File: config.mk
export PLATFORM = sky130hd
export DESIGN_NAME = tilt_post
export DESIGN_NICKNAME = d
export VERILOG_FILES = /design/src/rtl/tilt_pkg.sv /design/src/rtl/tilt_post.sv
export SDC_FILE = /design/constraint.sdc
export NUM_CORES = 1
export LEC_CHECK = 0
export BUFFER_PORTS_ARGS = -buffer_cell sky130_fd_sc_hd__buf_2
export CORE_MARGIN = 1
export CORE_UTILIZATION = 35
export CTS_CLUSTER_DIAMETER = 200
export DETAILED_ROUTE_END_ITERATION = 6
export GPL_TIMING_DRIVEN = 0
export RECOVER_POWER = 50
export SKIP_LAST_GASP = 1
export SYNTH_ARGS = -nofsm -noshare
export SYNTH_HDL_FRONTEND = slang
export SYNTH_SLANG_ARGS = --single-unit
File: constraint.sdc
create_clock -name clk -period 3.3 [get_ports clk]
set_input_delay 0.495 -clock clk [delete_from_list [all_inputs] [get_ports clk]]
set_output_delay 0.495 -clock clk [all_outputs]
set_load 0.01 [all_outputs]
File: src/rtl/tilt_pkg.sv
package tilt_pkg;

  // default configuration
  localparam int CORDIC_STEPS_DEF = 14;
  localparam int SAMPLE_BITS_DEF  = 16;

  // angle accumulator: signed, 20 fraction bits
  localparam int ACC_W         = 24;
  localparam int ANG_FRAC_BITS = 20;
  localparam int OUT_FRAC_BITS = 12;
  localparam int PI_ACC        = 3294199;
  localparam int PI_Q12        = 12868;
  localparam int ATAN_LEN      = 20;

  // result beat layout
  localparam int ANGLE_W     = 15;
  localparam int OUT_TDATA_W = 32;

  // atan(2^-i) in accumulator units, rounded to nearest
  function automatic logic signed [ACC_W-1:0] atan_step(input int idx);
    logic signed [ACC_W-1:0] val;
    case (idx)
      0:       val = ACC_W'(823550);
      1:       val = ACC_W'(486170);
      2:       val = ACC_W'(256879);
      3:       val = ACC_W'(130396);
      4:       val = ACC_W'(65451);
      5:       val = ACC_W'(32757);
      6:       val = ACC_W'(16383);
      7:       val = ACC_W'(8192);
      8:       val = ACC_W'(4096);
      9:       val = ACC_W'(2048);
      10:      val = ACC_W'(1024);
      11:      val = ACC_W'(512);
      12:      val = ACC_W'(256);
      13:      val = ACC_W'(128);
      14:      val = ACC_W'(64);
      15:      val = ACC_W'(32);
      16:      val = ACC_W'(16);
      17:      val = ACC_W'(8);
      18:      val = ACC_W'(4);
      19:      val = ACC_W'(2);
      default: val = '0;
    endcase
    return val;
  endfunction

endpackage

File: src/rtl/tilt_post.sv
module tilt_post
  import tilt_pkg::*;
(
  input  logic                      clk,
  input  logic                      en,
  input  logic                      zero_in,
  input  logic signed [ACC_W-1:0]   acc_in,
  output logic signed [ANGLE_W-1:0] angle
);

  localparam int RND_SH = ANG_FRAC_BITS - OUT_FRAC_BITS;
  localparam int RND_W  = ACC_W - RND_SH;

  logic signed [ACC_W-1:0]   acc_rnd;
  logic signed [RND_W-1:0]   q12;
  logic signed [ANGLE_W-1:0] angle_next;

  // round half up to 12 fraction bits
  assign acc_rnd = acc_in + ACC_W'(1 << (RND_SH - 1));
  assign q12     = RND_W'(acc_rnd >>> RND_SH);

  // clamp to -pi..pi, both-zero sample gives 0
  always_comb begin
    if (zero_in) begin
      angle_next = '0;
    end else if (q12 > RND_W'(PI_Q12)) begin
      angle_next = ANGLE_W'(PI_Q12);
    end else if (q12 < -RND_W'(PI_Q12)) begin
      angle_next = -ANGLE_W'(PI_Q12);
    end else begin
      angle_next = ANGLE_W'(q12);
    end
  end

  always_ff @(posedge clk) begin
    if (en) begin
      angle <= angle_next;
    end
  end

endmodule
==> results.toml <==
[routing]
via_per_inst = 5.57
wl_per_cell_um = 13.3
vias = 1237
drtPass1Iterations = 6
wirelength_mm = 2.96
drt_iter0_drc = 61
ant_nets = 0
drc = 1

[logic_synthesis]
synthArstFlopShare_pct = 0
syn-cell-area_mm2 = 0.00134
syn_avg_cell_area_um2 = 9.35
synthDistinctLibCells = 49
ys_warn_count = 0
synth_top_cell_by_area = "edfxtp_1"
synth_edf_count = 15
ys_ff_latch = 15
synth.area.top_cells = "edfxtp_1 (34%), a311oi_1 (5.2%), xnor2_1 (5.2%)"
syn_inst = 143
yosysTopAreaCellShare_pct = 33.7
seq_area_frac_synth_pct = 33.7
synth.net_count = 171
synth_ff_type = "edfxtp_1"

[sta]
setup_ws_ns = 0.492
rsz0062_at_grt = "no"
fmax_ghz = 0.356
drv_slew = 0
holdWs_ns = 0.733
min_period_over_period_pct = 85.1
relSlewSlack_pct = 51.8
fin_crit_ns = 2.81
setup_tns_ns = 0
finalHoldViolCount = 0
finalSetupViolCount = 0
worst_pin_slew_ns = 0.724

[grt]
grt_pass1_wl_mm = 4.72
grt_pass1_vias = 1042
antenna_found_initial = 0
track_usage_pct = 14.5
overflow = 0
grt_max_degree = 16

[hold_path]
hold_class = "primary input to register"
hp-start = "zero_in"

[floorplanning]
die-area_mm2 = 0.00407
rows = 22
start_util_pct = 36.5
die_w_um = 63.8
ios = 42
coreArea_mm2 = 0.00366
fp.dieH_um = 63.8

[placed_design]
dpl_worst_slack_ns = 0.234
dp_cells = 218
gp_congestion = 0.883
port_buffers = 27
postPlaceCellArea_mm2 = 0.00153
dp_hpwl_mm = 2.38

[setup_path]
start_kind = "primary input"
end_kind = "register"
critical_path_class = "primary input to register"
crit_required_ns = 3.25
crit_start = "acc_in[8]"
worstPathMaxFanout = 10
crit_arrival_ns = 2.76

[outcome]
outcome = "finished, violations left"
violations = "design-rule violations"

[clock_tree]
cts_buffer_depth = 2
clkSlewWorstSetupHoldPaths_ns = 0.05
cts-root-buf = "clkbuf_8"
cts.sinks = 15
cts_resized = 0
cts_setup_buffers = 0
numCtsBuffers = 3
cts_hold_buf = 0
cts_tree = "built"
htreeDepth = 1

[flow_run]
cap_viol_max_count = 0

[final_layout]
layout-drive-gt1-share_pct = 21.3
reg_top3 = "angle x15"
largest_reg_flops = 15
finish.utilization_pct = 42.8
nFillCells = 389
diodes = 0
area_growth_pct = 17.2
design_area_mm2 = 0.00157
nets = 203
fin_cells = 222
regMostFlops = "angle"

[pwr]
p_per_area_mw_per_mm2 = 320
peakVddDrop_v = 0.0000992
leakage_nw = 0.499
total_power_mw = 0.501
-- kinds of logic (layout without fill, tap and decap cells) --
family	after synthesis	in the layout	synth area share, %
and+or+nand+nor	54	54	24.6
muxes	1	1	0.748
xor gates and xnor gates	11	11	7.20
adders and majority gates	3	3	2.43
AOI/OAI and AO/OA	41	41	24.6
buffers and inverters	18	49	6.73
DFF	15	15	33.7
-- layout by cell type (no fill, tap or decap), types with 2 or more instances in the layout --
cell       n
edfxtp_1  15
nor2_1     6
nand3_1    7
nand2_1    8
o311a_1    2
a21oi_1    3
buf_6      2
xor2_1     3
clkbuf_8   3
xnor2_1    8
a211oi_1   2
and3_1     2
inv_1      4
maj3_1     2
and3b_1    2
and2_1     2
nand4_1    5
nor3_1     7
clkbuf_1  14
o21ai_0    8
a32o_1     3
nor4_1     5
a31oi_1    3
and4_1     2
a311oi_1   8
buf_2     24
-- per-layer routing --
| layer | global-route usage [%] | vias to the layer above | wire length (um) |
|---|---|---|---|
| met2 | 24.9 | 39 | 1360 |
| met4 | 6.53 | 0 | 47 |
| met5 | 0 | - | 0 |
| li1 | - | 628 | - |
| met3 | 1.07 | 6 | 124 |
| met1 | 18.6 | 564 | 1430 |
-- cells in the mapped netlist (3+ instances only) --
library cell   n
edfxtp_1      15
a311oi_1       8
nand2_1        8
o21ai_0        8
xnor2_1        8
nand3_1        7
nor3_1         7
nor2_1         6
buf_2          5
clkbuf_1       5
nand4_1        5
nor4_1         5
inv_1          4
a21oi_1        3
a31oi_1        3
a32o_1         3
xor2_1         3
-- final cells by class --
class / count / area, um^2 / share of cell area [%]
plain buffers: 14 / 75.1 / 4.79
repair buffers: 27 / 125 / 7.98
well taps: 48 / 60.1 / 3.83
inverters: 4 / 15.0 / 0.958
clock buffers: 4 / 45.0 / 2.87
multi-input cells: 110 / 797 / 50.8
flip-flops and latches: 15 / 450 / 28.7
-- report_power, final --
part	switching, mW	leakage (nW)	internal, mW	total, mW
registers	0.00331	0.144	0.230	0.233
clock network	0.0523	0.0228	0.0850	0.137
logic	0.0802	0.332	0.0504	0.131
-- final timing paths --
path        to  cells past startpoint  slack (ns)
min   angle[2]                      3        0.73
max   angle[4]                     10        0.49
-- worst max-delay path: stages --
cell and delay [ns]:
buf_2 0.13, ha_1 0.29, nand3_1 0.25, or4_1 0.59, o21a_1 0.21, or2_1 0.23, buf_6 0.13, a211oi_4 0.20
buf_6 0.17, a311oi_1 0.05
(Power assumes the default switching activity.)
