--- src/rtl/tilt_pkg.sv ---
package tilt_pkg;

  // default configuration
  localparam int CORDIC_STEPS_DEF = 14;
  localparam int SAMPLE_BITS_DEF  = 16;

  // angle accumulator: signed, 20 fraction bits
  localparam int ACC_W         = 24;
  localparam int ANG_FRAC_BITS = 20;
  localparam int OUT_FRAC_BITS = 12;
  localparam int PI_ACC        = 3294199;
  localparam int PI_Q12        = 12868;
  localparam int ATAN_LEN      = 20;

  // result beat layout
  localparam int ANGLE_W     = 15;
  localparam int OUT_TDATA_W = 32;

  // atan(2^-i) in accumulator units, rounded to nearest
  function automatic logic signed [ACC_W-1:0] atan_step(input int idx);
    logic signed [ACC_W-1:0] val;
    case (idx)
      0:       val = ACC_W'(823550);
      1:       val = ACC_W'(486170);
      2:       val = ACC_W'(256879);
      3:       val = ACC_W'(130396);
      4:       val = ACC_W'(65451);
      5:       val = ACC_W'(32757);
      6:       val = ACC_W'(16383);
      7:       val = ACC_W'(8192);
      8:       val = ACC_W'(4096);
      9:       val = ACC_W'(2048);
      10:      val = ACC_W'(1024);
      11:      val = ACC_W'(512);
      12:      val = ACC_W'(256);
      13:      val = ACC_W'(128);
      14:      val = ACC_W'(64);
      15:      val = ACC_W'(32);
      16:      val = ACC_W'(16);
      17:      val = ACC_W'(8);
      18:      val = ACC_W'(4);
      19:      val = ACC_W'(2);
      default: val = '0;
    endcase
    return val;
  endfunction

endpackage

--- src/rtl/tilt_cell.sv ---
module tilt_cell
  import tilt_pkg::*;
#(
  parameter int STAGE = 0,
  parameter int DP_W  = SAMPLE_BITS_DEF + CORDIC_STEPS_DEF + 3
) (
  input  logic                    clk,
  input  logic                    en,
  input  logic                    zero_in,
  input  logic signed [DP_W-1:0]  x_in,
  input  logic signed [DP_W-1:0]  y_in,
  input  logic signed [ACC_W-1:0] acc_in,
  output logic                    zero,
  output logic signed [DP_W-1:0]  x,
  output logic signed [DP_W-1:0]  y,
  output logic signed [ACC_W-1:0] acc
);

  localparam logic signed [ACC_W-1:0] ATAN_I = atan_step(STAGE);

  logic signed [DP_W-1:0] x_sh;
  logic signed [DP_W-1:0] y_sh;

  // floor shifts of the old values
  assign x_sh = x_in >>> STAGE;
  assign y_sh = y_in >>> STAGE;

  // one micro-rotation toward the x axis
  always_ff @(posedge clk) begin
    if (en) begin
      zero <= zero_in;
      if (!y_in[DP_W-1]) begin
        x   <= x_in + y_sh;
        y   <= y_in - x_sh;
        acc <= acc_in + ATAN_I;
      end else begin
        x   <= x_in - y_sh;
        y   <= y_in + x_sh;
        acc <= acc_in - ATAN_I;
      end
    end
  end

endmodule

--- config.mk ---
export PLATFORM = sky130hd
export DESIGN_NAME = tilt_cell
export DESIGN_NICKNAME = d
export VERILOG_FILES = /design/src/rtl/tilt_pkg.sv /design/src/rtl/tilt_cell.sv
export SDC_FILE = /design/constraint.sdc
export NUM_CORES = 1
export LEC_CHECK = 0
export ABC_CLOCK_PERIOD_IN_PS = 5200
export CAP_MARGIN = 30
export CORE_MARGIN = 2
export CORE_UTILIZATION = 30
export CTS_CLUSTER_SIZE = 20
export DETAILED_ROUTE_END_ITERATION = 10
export DONT_BUFFER_PORTS = 1
export PLACE_DENSITY = 0.45
export REMOVE_ABC_BUFFERS = 1
export SYNTH_ARGS = -nofsm -noshare
export SYNTH_HDL_FRONTEND = slang
export SYNTH_SLANG_ARGS = --single-unit
export TNS_END_PERCENT = 30
--- constraint.sdc ---
create_clock -name clk -period 5.2 [get_ports clk]
set_input_delay 0.26 -clock clk [delete_from_list [all_inputs] [get_ports clk]]
set_output_delay 0.26 -clock clk [all_outputs]
set_load 0.05 [all_outputs]
==> impl_metrics.py <==
metrics = {
    "timing": {
        "fin_hold_ws_ps": 36.14,
        "maxSlewHeadroom_pct": 39.56,
        "finalCritPeriodShare_pct": 61.38,
        "drv_slew": 0,
        "setup_viol": 0,
        "period_needed_ps": 3192,
        "fmax_mhz": 313.3,
        "setup_ws_ps": 2008,
        "setup-tns-final_ps": 0,
        "hold_viol": 0,
        "rsz0062_at_grt": "no",
        "worst_slew_pin_slew_ps": 908.6,
    },
    "route": {
        "top_layer_used": "met4",
        "met3_length_mm": 1.554,
        "via_per_inst": 5.167,
        "met1_length_mm": 12.53,
        "wl_mm": 27.18,
        "drc": 0,
        "dr.pass1.iters": 5,
        "wl_per_cell_um": 19.58,
        "detail_route.iter0.violations": 478,
        "ant_nets": 0,
        "wl_met2_mm": 12.83,
        "num_vias": 7172,
    },
    "yosys": {
        "syn-instance-count": 1019,
        "ys_ff_latch": 90,
        "synth_edf_count": 90,
        "synth_top_cell_by_area": "edfxtp_1",
        "syn-cell-area_um2": 9036,
        "yosys_warnings": 0,
        "syn_avg_cell_area_um2": 8.868,
        "synth_cell_type_count": 82,
        "async_reset_ff_share_pct": 0,
        "synthTopCellsByArea": "edfxtp_1 30%, ha_1 17%, xnor2_1 6.5%",
        "ys_seq_area_share_pct": 29.91,
        "ys.flop_type": "edfxtp_1",
        "synth_top_area_share_pct": 29.91,
    },
    "critical_path": {
        "path_delay_family": "compound AO/OA/AOI/OAI gates",
        "cpPeakStageDelay_ps": 590,
        "worstPathRequired_ps": 5310,
        "slowest_stage": "o41ai_4",
        "startpoint_type": "input pin",
        "cp_max_fo": 12,
        "crit_start": "x_in[4]",
        "critPathCaptureType": "flop",
        "arrival_ps": 3300,
        "critPathBufInv": 1,
        "worstPathCellList": "inv_1 > ha_1 > a21o_1 > a21oi_1 > a21oi_1 > o21ai_1 > a41oi_1 > o41ai_4 > nor3_1 > or4_1 > o21ai_1 > xnor2_1",
        "timing_worst_setup_path_type": "input pin to flop",
    },
    "power_and_ir_drop": {
        "p_switching_mw": 1.255,
        "combPwrFrac_pct": 27.8,
        "seqPwrFrac_pct": 50.5,
        "p_int_mw": 1.610,
        "max-vdd-ir-drop_mv": 0.1414,
        "clkPwrFrac_pct": 21.6,
        "p_total_mw": 2.865,
        "switching_share_pct": 43.81,
        "leakagePower_nw": 3.955,
        "powerDensity_nw_per_um2": 297.6,
    },
    "worst_hold_path": {
        "min_to": "acc[1]",
        "hold-path-cell-count": 1,
        "worstHoldStart": "acc_in[1]",
        "hp-class": "input pin to flop",
    },
    "placement": {
        "port_buffers": 0,
        "dp_hpwl_mm": 21.08,
        "place_ws_ps": 1664,
        "place_congestion": 0.8387,
    },
    "global_route": {
        "antenna_found_initial": 1,
        "grt_pass1_wl_mm": 41.62,
        "gr-total-overflow": 0,
        "grt_pass1_vias": 7005,
        "grt_use_total_pct": 17.23,
        "grt_start_max_net_pins": 83,
    },
    "die": {
        "coreArea_um2": 29640,
        "initial_core_util_pct": 30.49,
        "die_height_um": 177.6,
        "num_io_pins": 184,
        "rows": 63,
        "die_x_um": 177.6,
        "dieArea_um2": 31520,
    },
    "run": {
        "cap_violations": 0,
    },
    "clocking": {
        "cts.sinks": 90,
        "root_buffer": "clkbuf_16",
        "cts_buffers": 9,
        "cts-resized-gates": 0,
        "cts_setup_buffers": 0,
        "path_clk_slew_ps": 70,
        "clockBufferDepth": 2,
        "holdBufCountCts": 4,
        "h-tree-depth": 3,
        "cts_tree": "done",
    },
    "final_layout": {
        "finalNetCount": 1211,
        "utilization_pct": 32.48,
        "syn_to_final_growth_pct": 6.549,
        "layout-drive-gt1-share_pct": 4.614,
    },
    "outcome": {
        "status": "finished, final reports clean",
    },
}
-- metrics by stage --
step | cell area [µm²] | instances
2_1_floorplan | 8827 | 976
3_3_place_gp | 9323 | 1367
3_5_place_dp | 9323 | 1367
4_1_cts | 9625 | 1387
5_1_grt | 9625 | 1387
6_report | 9628 | 1388
-- state kept, by name, indices dropped and copies added (netlist names) --
| register | flops |
|---|---|
| acc | 24 |
| x | 32 |
| y | 33 |
| zero | 1 |
-- metal layers --
layer	GRT usage, %	up-vias
li1	-	3575
met1	22.90	3407
met2	28.57	172
met3	3.642	18
met4	3.962	0
met5	0	-
-- synth_stat cells (11+ instances only) --
cell and count:
nand3_1 13, mux2i_1 13, o21ai_0 56, nor2_1 95, a211oi_1 11, nand2_1 46, nor3_1 23, edfxtp_1 90
nand2b_1 11, xnor2_1 67, clkbuf_1 18, a21oi_1 109, inv_1 102, a21o_1 19, ha_1 122, o21bai_1 21
xor2_1 15, o21ai_1 18
-- cell type report --
| class | count | area (µm²) |
|---|---|---|
| fill | 3195 | 20010 |
| multi-input combinational | 779 | 5723 |
| sequential | 90 | 2703 |
| tap | 390 | 488.0 |
| inverter | 107 | 401.6 |
| clock buffer | 10 | 229.0 |
| timing repair buffer | 5 | 47.55 |
| clock inverter | 6 | 33.78 |
| antenna | 1 | 2.502 |
-- cell families (layout without fill, tap and decap cells) --
family / Yosys count / after routing / share of synthesized area (%)
adder cells (fa/ha/maj): 126 / 126 / 17.78
multiplexers: 13 / 13 / 1.440
other: 0 / 1 / 0
XOR/XNOR: 82 / 82 / 7.948
flip-flops: 90 / 90 / 29.91
buffers and inverters: 150 / 128 / 6.757
AND/OR/NAND/NOR: 243 / 243 / 12.92
AO/OA/AOI/OAI: 315 / 315 / 23.25
-- how the worst max path moves through the flow --
stage,cells after the start,to
after floorplan,12,acc[21]
after global placement,11,y[30]
after detailed placement,12,x[30]
after CTS,12,x[30]
after global routing,12,x[30]
final,12,x[30]
-- power by group through the flow --
stage          sequential, mW  clock (mW)  combinational (mW)
5_1_grt                  1.46       0.669               0.891
6_report                 1.45       0.620               0.798
3_3_place_gp             1.47           0               0.796
2_1_floorplan            1.44           0               0.601
3_5_place_dp             1.47           0               0.789
4_1_cts                  1.45       0.651               0.801
-- placed cells by master, fill, tap and decap left out, types with 4 or more instances in the layout --
| cell type | netlist | routed |
|---|---|---|
| nor3_1 | 23 | 23 |
| o21ai_1 | 18 | 18 |
| a21oi_1 | 109 | 109 |
| xnor2_1 | 67 | 67 |
| o21ai_0 | 56 | 56 |
| edfxtp_1 | 90 | 90 |
| a211oi_1 | 11 | 11 |
| o31ai_1 | 9 | 9 |
| a221oi_1 | 4 | 4 |
| o21bai_1 | 21 | 21 |
| a21o_1 | 19 | 19 |
| o22ai_1 | 5 | 5 |
| xor2_1 | 15 | 15 |
| clkbuf_16 | 0 | 9 |
| nand2b_1 | 11 | 11 |
| inv_2 | 3 | 4 |
| a31oi_1 | 7 | 7 |
| o211ai_1 | 5 | 5 |
| nor2_1 | 95 | 95 |
| or3_1 | 5 | 5 |
| nand4_1 | 10 | 10 |
| fa_1 | 4 | 4 |
| inv_1 | 102 | 101 |
| nor2b_1 | 10 | 10 |
| nand3_1 | 13 | 13 |
| clkinv_1 | 2 | 4 |
| ha_1 | 122 | 122 |
| mux2i_1 | 13 | 13 |
| dlygate4sd3_1 | 0 | 4 |
| nand2_1 | 46 | 46 |
(Power assumes the default switching activity.)
