===== src/rtl/tilt_pkg.sv =====
package tilt_pkg;

  // default configuration
  localparam int CORDIC_STEPS_DEF = 14;
  localparam int SAMPLE_BITS_DEF  = 16;

  // angle accumulator: signed, 20 fraction bits
  localparam int ACC_W         = 24;
  localparam int ANG_FRAC_BITS = 20;
  localparam int OUT_FRAC_BITS = 12;
  localparam int PI_ACC        = 3294199;
  localparam int PI_Q12        = 12868;
  localparam int ATAN_LEN      = 20;

  // result beat layout
  localparam int ANGLE_W     = 15;
  localparam int OUT_TDATA_W = 32;

  // atan(2^-i) in accumulator units, rounded to nearest
  function automatic logic signed [ACC_W-1:0] atan_step(input int idx);
    logic signed [ACC_W-1:0] val;
    case (idx)
      0:       val = ACC_W'(823550);
      1:       val = ACC_W'(486170);
      2:       val = ACC_W'(256879);
      3:       val = ACC_W'(130396);
      4:       val = ACC_W'(65451);
      5:       val = ACC_W'(32757);
      6:       val = ACC_W'(16383);
      7:       val = ACC_W'(8192);
      8:       val = ACC_W'(4096);
      9:       val = ACC_W'(2048);
      10:      val = ACC_W'(1024);
      11:      val = ACC_W'(512);
      12:      val = ACC_W'(256);
      13:      val = ACC_W'(128);
      14:      val = ACC_W'(64);
      15:      val = ACC_W'(32);
      16:      val = ACC_W'(16);
      17:      val = ACC_W'(8);
      18:      val = ACC_W'(4);
      19:      val = ACC_W'(2);
      default: val = '0;
    endcase
    return val;
  endfunction

endpackage


===== src/rtl/tilt_prerot.sv =====
module tilt_prerot
  import tilt_pkg::*;
#(
  parameter int CORDIC_STEPS = CORDIC_STEPS_DEF,
  parameter int SAMPLE_BITS  = SAMPLE_BITS_DEF,
  parameter int DP_W         = SAMPLE_BITS + CORDIC_STEPS + 3
) (
  input  logic                          clk,
  input  logic                          en,
  input  logic signed [SAMPLE_BITS-1:0] num,
  input  logic signed [SAMPLE_BITS-1:0] den,
  output logic                          zero,
  output logic signed [DP_W-1:0]        x,
  output logic signed [DP_W-1:0]        y,
  output logic signed [ACC_W-1:0]       acc
);

  logic signed [DP_W-1:0]  num_ext;
  logic signed [DP_W-1:0]  den_ext;
  logic signed [DP_W-1:0]  x_next;
  logic signed [DP_W-1:0]  y_next;
  logic signed [ACC_W-1:0] acc_next;

  assign num_ext = DP_W'(num);
  assign den_ext = DP_W'(den);

  // half turn for a negative denominator, then scale up
  always_comb begin
    if (den[SAMPLE_BITS-1]) begin
      x_next   = (-den_ext) <<< CORDIC_STEPS;
      y_next   = (-num_ext) <<< CORDIC_STEPS;
      acc_next = num[SAMPLE_BITS-1] ? -ACC_W'(PI_ACC) : ACC_W'(PI_ACC);
    end else begin
      x_next   = den_ext <<< CORDIC_STEPS;
      y_next   = num_ext <<< CORDIC_STEPS;
      acc_next = '0;
    end
  end

  // front register of the chain
  always_ff @(posedge clk) begin
    if (en) begin
      zero <= (num == '0) && (den == '0);
      x    <= x_next;
      y    <= y_next;
      acc  <= acc_next;
    end
  end

endmodule


===== config.mk =====
export PLATFORM = sky130hd
export DESIGN_NAME = tilt_prerot
export DESIGN_NICKNAME = d
export VERILOG_FILES = /design/src/rtl/tilt_pkg.sv /design/src/rtl/tilt_prerot.sv
export SDC_FILE = /design/constraint.sdc
export NUM_CORES = 1
export LEC_CHECK = 0
export ABC_AREA = 0
export BUFFER_PORTS_ARGS = -buffer_cell sky130_fd_sc_hd__buf_4
export CAP_MARGIN = 10
export CELL_PAD_IN_SITES_DETAIL_PLACEMENT = 1
export CELL_PAD_IN_SITES_GLOBAL_PLACEMENT = 1
export CORE_UTILIZATION = 30
export DETAILED_ROUTE_END_ITERATION = 8
export PLACE_DENSITY = 0.82
export REMOVE_ABC_BUFFERS = 1
export SETUP_SLACK_MARGIN = 0.15
export SYNTH_ARGS = -nofsm -noshare
export SYNTH_HDL_FRONTEND = slang
export SYNTH_SLANG_ARGS = --single-unit
export TNS_END_PERCENT = 50

===== constraint.sdc =====
create_clock -name clk -period 2.3 [get_ports clk]
set_input_delay 0.46 -clock clk [delete_from_list [all_inputs] [get_ports clk]]
set_output_delay 0.46 -clock clk [all_outputs]
set_load 0.02 [all_outputs]

==> results_dict.tcl, run 1 <==
set metrics [dict create \
    status "finished clean" \
    cts_resized 0 \
    antennaDiodeCount 0 \
    setup_violations 0 \
    numCtsBuffers 5 \
    cts_tree "built" \
    path_cells "buf_4, or4_4, or4_4, or4_4, nor4_2" \
    yosys_warnings 0 \
    pwr-share-seq 0.498 \
    synth_area_leader_cell "edfxtp_1" \
    ys.flop_type "edfxtp_1" \
    synthArstFlopShare 0 \
    power_w 0.00193 \
    ys_seq_area_frac 0.548 \
    nets 313 \
    maxCapViolations 0 \
    synth_top_family_by_area "buffers and inverters" \
    critPathMostFrequentCell "or4_4" \
    synth_top_area_frac 0.548 \
    min_path_type "primary input to flip-flop" \
    worst_slew_pin_slew_ns 0.532 \
    swShare 0.300 \
    drt-total-wl_mm 4.95 \
    die_area_um2 8030 \
    place_congestion 0.696 \
    p_int_w 0.00135 \
    synth-simple-area-share 0.0940 \
    cts_hold_buf 0 \
    slowest_stage "or4_4" \
    drc 0 \
    path_buf_inv 1 \
    firstDrtPassIters 4 \
    final.min_clock_period_ns 2.10 \
    drt_iter0_drc 31 \
    irDropWorstVdd_v 0.000186 \
    final_layout_size_suffix_gt1_frac 0.406 \
    rows 31 \
    wire_per_inst_um 13.1 \
    syn_avg_cell_area_um2 12.1 \
    synth-edff-count 42 \
    yosysMostFrequentCell "buf_4" \
    end_kind "flip-flop" \
    max_freq_ghz 0.477 \
    arrival_ns 2.21 \
    synth-compound-area-share 0.0701 \
    crit_path_max_incr_delay_ns 0.52 \
    grt_pass1_wl_mm 7.49 \
    yosys.area_share.xor_xnor 0.103 \
    crit_fanout 3 \
    fin_crit_sh 0.911 \
    dp_hpwl_mm 3.91 \
    ys_ff_latch 42 \
    fp.dieW_um 89.6 \
    grt_pass1_vias 1552 \
    pwr-share-comb 0.264 \
    synth_fa_ha_area_frac 0.0109 \
    detail-route-antenna-nets 0 \
    p_sw_w 0.000579 \
    crit_family "simple AND/OR/NAND/NOR gates" \
    netlist_area_um2 2300 \
    leakagePower_nw 1.24 \
    rsz0062_at_grt "no" \
    clockPowerShare 0.238 \
    synthTopCellsByArea "edfxtp_1 (55%), buf_4 (16%), xnor2_1 (9.9%), o21ai_0 (2.8%), nand2_1 (2.0%)" \
    critPathLaunchType "primary input" \
    start_util 0.314 \
    cts.clk_slew.worst_paths_ns 0.08 \
    critical_path_required_ns 2.41 \
    place_area_um2 2920 \
    syn2layout_area_growth_pct 30.6 \
    post_cts_buffers 0 \
    ctsHtreeMaxLevel 2 \
    grtUsageTotal 0.125 \
    synth_commonest_cells "buf_4 (49), edfxtp_1 (42), xnor2_1 (26)" \
    maxSlewViolCount 0 \
    antenna_found_initial 0 \
    portBuffers 96 \
    ys_types 25 \
    chipHeight_um 89.6 \
    synth.mux.area_fraction 0 \
    cts_root_buffer "clkbuf_8" \
    fin_area_um2 3010 \
    core_area_um2 7330 \
    netlist_instances 191 \
    slew_headroom 0.645 \
    cts_sinks 42 \
    num_vias 1600 \
    gr-total-overflow 0 \
    p_per_area_nw_per_um2 641 \
    ios 125 \
    grt_max_degree 43 \
    clockBufferDepth 2 \
    avgViaCountPerCell 4.24 \
    fill_cells 791 \
    critical_path_class "primary input to flip-flop" \
    final-hold-violation-count 0 \
]
==> placed cells by master (no fill, tap or decap), types with 5 or more instances in the layout <==
| master | count |
|---|---|
| buf_4 | 102 |
| clkbuf_8 | 5 |
| conb_1 | 31 |
| edfxtp_1 | 42 |
| nand2_1 | 12 |
| nand2b_1 | 5 |
| o21ai_0 | 13 |
| o31ai_1 | 6 |
| o41ai_1 | 5 |
| xnor2_1 | 26 |
==> state kept, by name (all words and copies together), names as in the netlist <==
| register | flops |
|---|---|
| y | 19 |
| acc | 3 |
| zero | 1 |
| x | 19 |
==> kinds of logic after synthesis <==
| logic type | after synthesis |
|---|---|
| adders and majority gates | 2 |
| AOI/OAI and AO/OA | 25 |
| and+or+nand+nor | 37 |
| xor gates and xnor gates | 27 |
| DFF | 42 |
| other | 1 |
| buffers and inverters | 57 |
==> through the flow <==
stage,utilization,setup WS (ns),hold slack (ns),std cells,setup TNS [ns]
after CTS,0.410,0.194,0.371,377,0
after global routing,0.410,0.157,0.368,377,0
after detailed placement,0.399,-0.108,0.670,369,-0.108
after global placement,0.399,-0.0554,0.667,369,-0.0554
after floorplan,-,0.0793,0.559,168,0
final,0.410,0.204,0.378,377,0
==> power groups by stage <==
| stage | logic (W) | registers (W) | clock network [W] |
|---|---|---|---|
| final | 0.000510 | 0.000960 | 0.000458 |
| after floorplan | 0.000114 | 0.00111 | 0 |
| after global routing | 0.000549 | 0.000970 | 0.000512 |
| after global placement | 0.000500 | 0.000974 | 0 |
| after detailed placement | 0.000514 | 0.000980 | 0 |
| after CTS | 0.000514 | 0.000963 | 0.000477 |
==> layer usage <==
layer	global-route usage	part of all wire	up-vias
met5	0	0	-
met3	0.0274	0.068	2
met2	0.240	0.56	81
met1	0.131	0.37	750
met4	0.0476	0.0083	0
li1	-	-	767
==> layout make-up <==
type	instances	area [um2]	area share
inverters	4	15.0	0.00499
clock buffers	5	68.8	0.0229
flip-flops and latches	42	1260	0.419
repair buffers	102	766	0.255
multi-input cells	122	756	0.251
clock inverters	3	16.3	0.00541
well taps	99	124	0.0412
==> worst paths after layout <==
check | slack, ns | from | to | cells past startpoint
setup / recovery | 0.20 | num[11] | zero | 5
hold / removal | 0.38 | num[0] | y[14] | 1
Note: power is estimated with default switching activity, not from simulation.
==> inputs of run 2 (changes only) <==
ABC_AREA = unset   (was 0)
CELL_PAD_IN_SITES_DETAIL_PLACEMENT = 0   (was 1)
GPL_TIMING_DRIVEN = 0   (was unset)
==> results_dict.tcl, run 2 (same netlist as run 1, synthesis figures left out) <==
set metrics [dict create \
    drt-total-wl_mm 4.04 \
    arrival_ns 2.22 \
    end_kind "flip-flop" \
    antennaDiodeCount 0 \
    min_path_type "primary input to flip-flop" \
    nets 307 \
    top_regs "x x19, y x19, acc x3" \
    grt_max_degree 43 \
    dp_hpwl_mm 3.16 \
    cp-startpoint "num[11]" \
    worst_slew_pin_slew_ns 0.516 \
    wire_per_inst_um 10.9 \
    fin_ws_ns 0.190 \
    cts_sinks 42 \
    core_area_um2 7330 \
    fin_area_um2 2970 \
    swShare 0.287 \
    maxSlewViolCount 0 \
    pwr-share-comb 0.262 \
    max_freq_ghz 0.474 \
    cts.clk_slew.worst_paths_ns 0.08 \
    final_layout_size_suffix_gt1_frac 0.390 \
    p_sw_w 0.000543 \
    place_area_um2 2880 \
    fill_cells 708 \
    clockBufferDepth 2 \
    post_cts_buffers 0 \
    drc 0 \
    status "finished clean" \
    avgViaCountPerCell 4.17 \
    die_area_um2 8030 \
    critPathMostFrequentCell "or4_4" \
    power_w 0.00189 \
    place_congestion 0.695 \
    fp.dieW_um 89.6 \
    critPathLaunchType "primary input" \
    grtUsageMet2 0.183 \
    gr-usage-met3 0.0302 \
    clockPowerShare 0.230 \
    critical_path_required_ns 2.41 \
    portBuffers 96 \
    slowest_stage "or4_4" \
    ios 125 \
    rows 31 \
    place_worst_setup_slack_ns -0.0949 \
    critical_path_class "primary input to flip-flop" \
    path_cells "buf_4, or4_4, or4_4, or4_4, nor4_4" \
    num_vias 1548 \
    numCtsBuffers 5 \
    maxCapViolations 0 \
    irDropWorstVdd_v 0.000227 \
    final-hold-violation-count 0 \
    p_int_w 0.00135 \
    slew_headroom 0.656 \
    grtUsageTotal 0.101 \
    firstDrtPassIters 6 \
    layout_commonest_cell "buf_4" \
    layout_common_cells "buf_4 (96), edfxtp_1 (42), conb_1 (31), xnor2_1 (26), o21ai_0 (13)" \
    use_met1 0.109 \
    leakagePower_nw 1.22 \
    chipHeight_um 89.6 \
    pwr-share-seq 0.508 \
    crit_path_max_incr_delay_ns 0.54 \
    crit_fanout 4 \
    setup_violations 0 \
    fin_crit_sh 0.918 \
    placed_cells 363 \
    grt_busiest_layer "met2" \
    final_cells 371 \
    ctsHtreeMaxLevel 2 \
    start_util 0.314 \
    p_per_area_nw_per_um2 636 \
    detail-route-antenna-nets 0 \
    rsz0062_at_grt "no" \
    gr-total-overflow 0 \
    cts_root_buffer "clkbuf_8" \
    grt_pass1_wl_mm 6.04 \
    drt_iter0_drc 29 \
    cts_tree "built" \
    antenna_found_initial 0 \
    crit_path_end "zero" \
    whs_path_depth 1 \
    syn2layout_area_growth_pct 28.9 \
    grt_pass1_vias 1314 \
    final.min_clock_period_ns 2.11 \
]
==> run 2: stage by stage <==
stage           util  setup TNS [ns]  hold slack [ns]
6_report       0.405               0            0.379
5_1_grt        0.405               0            0.363
4_1_cts        0.403               0            0.366
3_5_place_dp   0.392         -0.0949            0.668
3_3_place_gp   0.392         -0.0989            0.667
2_1_floorplan      -               0            0.559
==> run 2: final cells by class <==
type | count | area, um2 | share of cell area
repair buffers | 96 | 721 | 0.243
clock buffers | 6 | 72.6 | 0.0245
flip-flops and latches | 42 | 1260 | 0.425
multi-input cells | 122 | 764 | 0.258
inverters | 4 | 15.0 | 0.00506
clock inverters | 2 | 8.76 | 0.00295
well taps | 99 | 124 | 0.0418
==> run 2: metal layers <==
layer / vias up / part of all wire / routed length, um
met4: 0 / 0.010 / 41
li1: 755 / - / -
met5: - / 0 / 0
met2: 89 / 0.52 / 2110
met3: 2 / 0.081 / 329
met1: 702 / 0.39 / 1560
==> run 2: what timing repair did <==
item,CTS,global route
hold buffers,0,0
setup endpoints to repair,0,1
gates resized for setup,0,1
==> run 2: worst min-delay path by stage <==
stage / startpoint / to / slack (ns)
6_report: num[0] / y[14] / 0.38
5_1_grt: num[0] / y[14] / 0.36
4_1_cts: num[0] / y[14] / 0.37
3_5_place_dp: num[0] / y[14] / 0.67
3_3_place_gp: num[0] / y[14] / 0.67
2_1_floorplan: den[15] / acc[0] / 0.56
==> run 2: worst max-delay path, delay by kind of cell <==
kind,cells,cell delay [ns]
buffers and inverters,1,0.11
and+or+nand+nor,4,1.65
==> run 2: power groups by stage <==
stage          clock network [W]  logic (W)  registers, W
6_report                0.000435   0.000495      0.000959
5_1_grt                 0.000489   0.000536      0.000969
4_1_cts                 0.000452   0.000498      0.000961
2_1_floorplan                  0   0.000114       0.00111
3_5_place_dp                   0   0.000498      0.000978
3_3_place_gp                   0   0.000494      0.000974
==> inputs of run 3 (changes only) <==
PLACE_DENSITY = 0.88   (was 0.82)
==> results_dict.tcl, run 3 (same netlist as run 1, synthesis figures left out) <==
set metrics [dict create \
    status "finished clean" \
    p_per_area_nw_per_um2 702 \
    max_freq_ghz 0.475 \
    antenna_found_initial 0 \
    portBuffers 96 \
    die_area_um2 8030 \
    firstDrtPassIters 3 \
    place_congestion 0.720 \
    ctsHtreeMaxLevel 2 \
    cts.clk_slew.worst_paths_ns 0.08 \
    grt_max_degree 43 \
    power_w 0.00212 \
    grt_pass1_wl_mm 6.20 \
    layout_commonest_cell "buf_4" \
    setup_violations 0 \
    final-hold-violation-count 0 \
    slowest_stage "or4_4" \
    placed_cells 363 \
    end_kind "flip-flop" \
    dp_hpwl_mm 3.23 \
    path_buf_inv 1 \
    fin_util 0.412 \
    crit_path_max_incr_delay_ns 0.54 \
    path_cells "buf_4, or4_4, or4_4, or4_4, nor4_4" \
    fp.dieW_um 89.6 \
    drt-total-wl_mm 4.14 \
    maxSlewViolCount 0 \
    rsz0062_at_grt "yes" \
    wire_per_inst_um 11.2 \
    rows 31 \
    syn2layout_area_growth_pct 31.1 \
    critPathLaunchType "primary input" \
    ios 125 \
    nets 307 \
    core_area_um2 7330 \
    min_path_type "primary input to flip-flop" \
    fin_crit_sh 0.916 \
    final_cells 371 \
    numCtsBuffers 5 \
    cts_root_buffer "clkbuf_8" \
    grt_pass1_vias 1371 \
    avgViaCountPerCell 4.21 \
    drt_iter0_drc 10 \
    top_regs "x x19, y x19, acc x3" \
    layout_common_cells "buf_4 (96), edfxtp_1 (42), conb_1 (31), xnor2_1 (26), o21ai_0 (13)" \
    clockBufferDepth 2 \
    multi_input_area_um2 764 \
    final.min_clock_period_ns 2.11 \
    cts_tree "built" \
    seqCellArea_um2 1260 \
    maxCapViolations 0 \
    grtUsageTotal 0.103 \
    cts_sinks 42 \
    timing.setup.tns_ns 0 \
    critical_path_class "primary input to flip-flop" \
    post_cts_buffers 0 \
    gr-total-overflow 0 \
    cts_resized 0 \
    critPathMostFrequentCell "or4_4" \
    num_vias 1562 \
    cts_hold_buf 0 \
    arrival_ns 2.23 \
    crit_family "simple AND/OR/NAND/NOR gates" \
    crit_fanout 4 \
    chipHeight_um 89.6 \
    detail-route-antenna-nets 0 \
    final_layout_size_suffix_gt1_frac 0.393 \
    fill_cells 675 \
    drc 0 \
    leakagePower_nw 1.24 \
    irDropWorstVdd_v 0.000238 \
    critical_path_required_ns 2.42 \
    antennaDiodeCount 0 \
    start_util 0.314 \
]
## run 3: through the flow
step | instance area, um2 | setup slack (ns) | hold slack (ns)
CTS | 3010 | 0.200 | 0.366
floorplan | 2030 | 0.0793 | 0.559
detailed placement | 2880 | -0.103 | 0.673
global placement | 2880 | -0.102 | 0.667
finish | 3020 | 0.193 | 0.373
global route | 3020 | 0.185 | 0.366
## run 3: worst paths after layout
kind	from	endpoint	slack, ns	depth (start not counted)
max	num[11]	zero	0.19	5
min	num[0]	y[14]	0.37	1
## run 3: layout make-up
cell class	count	area share
Clock buffer	5	0.0228
Multi-Input combinational cell	122	0.253
Tap cell	99	0.0410
Clock inverter	3	0.0211
Inverter	4	0.00498
Sequential cell	42	0.418
Timing Repair Buffer	96	0.239
## run 3: report_power, final
part | switching, W | internal, W
Clock | 0.000233 | 0.000429
Sequential | 0.0000258 | 0.000932
Combinational | 0.000293 | 0.000204
## run 3: routing by layer
metal | vias to the layer above | GRT usage | share of wire
met3 | 8 | 0.0311 | 0.079
met2 | 85 | 0.197 | 0.53
met1 | 709 | 0.0980 | 0.37
li1 | 760 | - | -
met4 | 0 | 0.0563 | 0.021
met5 | - | 0 | 0
